File: src/sv/ssrl_ram.sv
`default_nettype none

module ssrl_ram #(
    parameter int WIDTH = 8,
    parameter int DEPTH = 16
) (
    input  wire logic                     clk,
    input  wire logic                     we,
    input  wire logic [$clog2(DEPTH)-1:0] waddr,
    input  wire logic [WIDTH-1:0]         wdata,
    input  wire logic                     re,
    input  wire logic [$clog2(DEPTH)-1:0] raddr,
    output logic      [WIDTH-1:0]         rdata
);

    logic [WIDTH-1:0] mem [DEPTH];

    // one write port, one registered read port
    always_ff @(posedge clk)
    begin
        if (we)
        begin
            mem[waddr] <= wdata;
        end
        if (re)
        begin
            rdata <= mem[raddr];
        end
    end

endmodule

`default_nettype wire

File: config.mk
export PLATFORM = sky130hd
export DESIGN_NAME = ssrl_ram
export DESIGN_NICKNAME = d
export VERILOG_FILES = /design/src/sv/ssrl_ram.sv
export SDC_FILE = /design/constraint.sdc
export NUM_CORES = 1
export LEC_CHECK = 0
export BUFFER_PORTS_ARGS = -buffer_cell sky130_fd_sc_hd__buf_2
export CORE_ASPECT_RATIO = 0.6
export CORE_MARGIN = 1.5
export CORE_UTILIZATION = 65
export CTS_CLUSTER_SIZE = 12
export DETAILED_ROUTE_END_ITERATION = 10
export PLACE_DENSITY = 0.92
export REMOVE_ABC_BUFFERS = 1
export SLEW_MARGIN = 40
export SYNTH_ARGS = -nofsm -noshare
export SYNTH_HDL_FRONTEND = slang
export SYNTH_SLANG_ARGS = --single-unit
File: constraint.sdc
create_clock -name clk -period 3.31 [get_ports clk]
set_input_delay 0.662 -clock clk [delete_from_list [all_inputs] [get_ports clk]]
set_output_delay 0.662 -clock clk [all_outputs]
set_load 0.03 [all_outputs]
== Word-level counts from Yosys, hierarchy flattened ==
Memory sizes are Yosys's and may differ from the RTL's. A register that Yosys moved wholly into a read port is not among the register bits.
Index checks and enable logic that the tools add are counted.

* Bits in registers: 0
* Bits in writable memories: 128
* Output and inout port bits: 8
* Word-level logic and storage cells: 3
* Memories: 1

{| class="wikitable"
|+ Memory list
! name !! depth !! bits a word !! rd ports !! clocked after Yosys merged registers in !! wr ports !! line !! text
|-
| mem || 16 || 8 || 1 || 1 || 1 || 16 || <nowiki>logic [WIDTH-1:0] mem [DEPTH];</nowiki>
|}

* Multiplexer cells: 2

{| class="wikitable"
|+ Operators by type and width
! operator !! number
|-
| 2-to-1 mux 1 bit || 2
|}

== Longest topological paths before layout ==
* Word-level depth: 2
* Mapped depth: 5

== Worst setup path before layout ==
OpenSTA, ideal clock, no wires.

* Kind: input to register
* Start point: in waddr[2]
* End point: mem mem[0][0], enable pin
* Data arrival time: 1.772 ns
* Required time: 2.927 ns
* Setup slack: 1.155 ns
* Cell stages on the path: 2
* Buffers on the path: 0
* Path through: or3b_2 > nor3_1

{| class="wikitable"
|+ RTL lines
! element !! line !! text
|-
| from (decl) || 9 || <nowiki>input wire logic [$clog2(DEPTH)-1:0] waddr,</nowiki>
|-
| to (decl) || 16 ||
|}

Straight into the memory's write port.

==> metrics.cfg <==
[synth]
synthDistinctLibCells = 18
synth_top_area_frac = 0.7812
synth_area_leaders = edfxtp_1 (78%), mux4_2 (7.8%), mux4_1 (7.0%)
yosys.area.top_type = edfxtp_1
synth_warnings = 0
seq_area_frac_synth = 0.7812
mappedNetlistArea_um2 = 5228
ys_ff_latch = 136
netlist_instances = 229
syn_area_per_cell_um2 = 22.83

[timing]
holdWs_ns = 0.6342
worst_slack_ns = 1.311
setup_tns_ns = 0
slew_viol_final = 0
rsz0062_at_grt = no
slew_headroom = 0.4672
finalCriticalPeriod_ns = 1.999
fmax_mhz = 500.2
finalHoldViolCount = 0
finalClockSkew_ns = 0.006468
tightest_slew_ns = 0.7962
finalSetupViolations = 0
layout_worst_path_cycle_share = 0.6040

[drt]
via_count = 2490
wl_per_cell_um = 26.37
route.detailed.drc = 0
wl_um = 10310
firstDrtPassIters = 5
viasPerCell = 6.368
antenna_left = 0
drt_iter0_drc = 290

[finish]
multi_input_area_um2 = 1082
synthToLayoutAreaGrowth_pct = 15.34
regArea_um2 = 4084
post-route-util = 0.7710
drive_above_1_share = 0.3074
layout_common_cells = edfxtp_1 (136), buf_2 (26), mux4_2 (18)
fin_cells = 391
num-fill-cells = 399
finalNetCount = 290
n_antenna_cell = 0
final_common_cell = edfxtp_1

[setup_path]
critPathCaptureType = flip-flop
path_max_fanout = 10
crit_type = in2reg
r2r-start = mem[8][1]
cp.arrival_ns = 2.15
cp-start-kind = input port
worstPathRequired_ns = 3.46
cp-startpoint = raddr[0]

[grt]
grt.overflow.total = 0
antenna_found_initial = 0
track_usage = 0.2657
grt_start_max_net_pins = 33
grt_pass1_vias = 2503
grt_pass1_wl_um = 15090

[clocking]
clk_pin_slew_worst_paths_ns = 0.06
root_buffer = clkbuf_16
cts_max_path_buffers = 2
h-tree-depth = 4
post_cts_buffers = 0
hold_buffers = 0
cts_tree = done
post_cts_resized = 0
cts_buffers = 17
cts_sinks = 136
clkLatencyLatePin_ns = 0.41

[pwr]
internal_power_w = 0.003106
p_sw_frac = 0.1981
p_clk_frac = 0.447
p_leak_nw = 2.001
ir_drop_mv = 0.6544
p_comb_frac = 0.048
power_switching_w = 0.0007670
power_frac_seq = 0.505
power_density_nw_per_um2 = 642.3

[min_path]
hold_path.class = in2reg
holdCritStartpoint = wdata[2]

[die]
fp.dieH_um = 72.47
start_util = 0.6685
die_w_um = 118.8
num_rows = 25
coreArea_um2 = 7820
ioPinCount = 27
dieArea_um2 = 8607

[place]
hpwl_um = 5959
gp_congestion = 0.7779
dp_cells = 360
portBuffers = 26
dp_slack_ns = 0.9376

[flow_run]
maxCapViolations = 0

[status]
outcome = finished clean

==> kinds of logic after synthesis <==
kind of cell	count (synthesis)	share of synthesized area
buffers and inverters	10	0.01651
multiplexers	32	0.1479
AND/OR/NAND/NOR	35	0.03136
flip-flops	136	0.7812
AO/OA/AOI/OAI	16	0.02298
==> power by group through the flow <==
| stage | logic, W | registers (W) | clock network [W] |
|---|---|---|---|
| floorplan | 0.0000774 | 0.00200 | 0 |
| global route | 0.000199 | 0.00196 | 0.00182 |
| finish | 0.000187 | 0.00195 | 0.00173 |
| CTS | 0.000184 | 0.00195 | 0.00175 |
| global placement | 0.000172 | 0.00198 | 0 |
| detailed placement | 0.000181 | 0.00199 | 0 |
==> Yosys cell counts (all sizes together) <==
| cell type | count |
|---|---|
| nand3 | 1 |
| edfxtp | 136 |
| nand2b | 2 |
| or3b | 1 |
| nor3 | 4 |
| a22oi | 16 |
| mux4 | 32 |
| and2 | 1 |
| and2b | 1 |
| nand3b | 2 |
| clkdlybuf4s25 | 3 |
| nand2 | 9 |
| nor2b | 1 |
| buf | 7 |
| nor2 | 13 |
==> stage by stage <==
| step | instance area (um^2) | power (W) |
|---|---|---|
| after floorplan | 5141 | 0.002078 |
| after global placement | 5459 | 0.002156 |
| final | 6030 | 0.003873 |
| after detailed placement | 5461 | 0.002168 |
| after global routing | 6030 | 0.003976 |
| after CTS | 6007 | 0.003887 |
==> worst paths after layout <==
kind	slack (ns)	to	cells after the start
min reg2reg	0.76	rdata[3]	3
max reg2reg	1.78	rdata[1]	3
min	0.63	mem[9][2]	1
max	1.31	rdata[6]	5
==> worst max-delay path: stages <==
cell and delay [ns]:
buf_2 0.27, buf_4 0.30, mux4_2 0.57, a22oi_1 0.27
nand2_1 0.08
==> area by class of cell <==
cell class | instances | share of cell area
Clock inverter | 10 | 0.01743
Tap cell | 108 | 0.02241
Timing Repair Buffer | 33 | 0.03030
Multi-Input combinational cell | 83 | 0.1795
Sequential cell | 136 | 0.6773
Clock buffer | 21 | 0.07304
==> flip-flops by register name, indices dropped and copies added (netlist names) <==
signal	cells
mem	128
rdata	8
==> routing by layer <==
layer / vias up / wire [um] / track usage / share of wire
met2: 121 / 5136 / 0.4276 / 0.50
met4: 0 / 154 / 0.07631 / 0.015
met1: 1290 / 4303 / 0.3589 / 0.42
met5: - / 0 / 0 / 0
met3: 12 / 716 / 0.09041 / 0.069
li1: 1067 / - / - / -
Note: power is estimated with default switching activity, not from simulation.
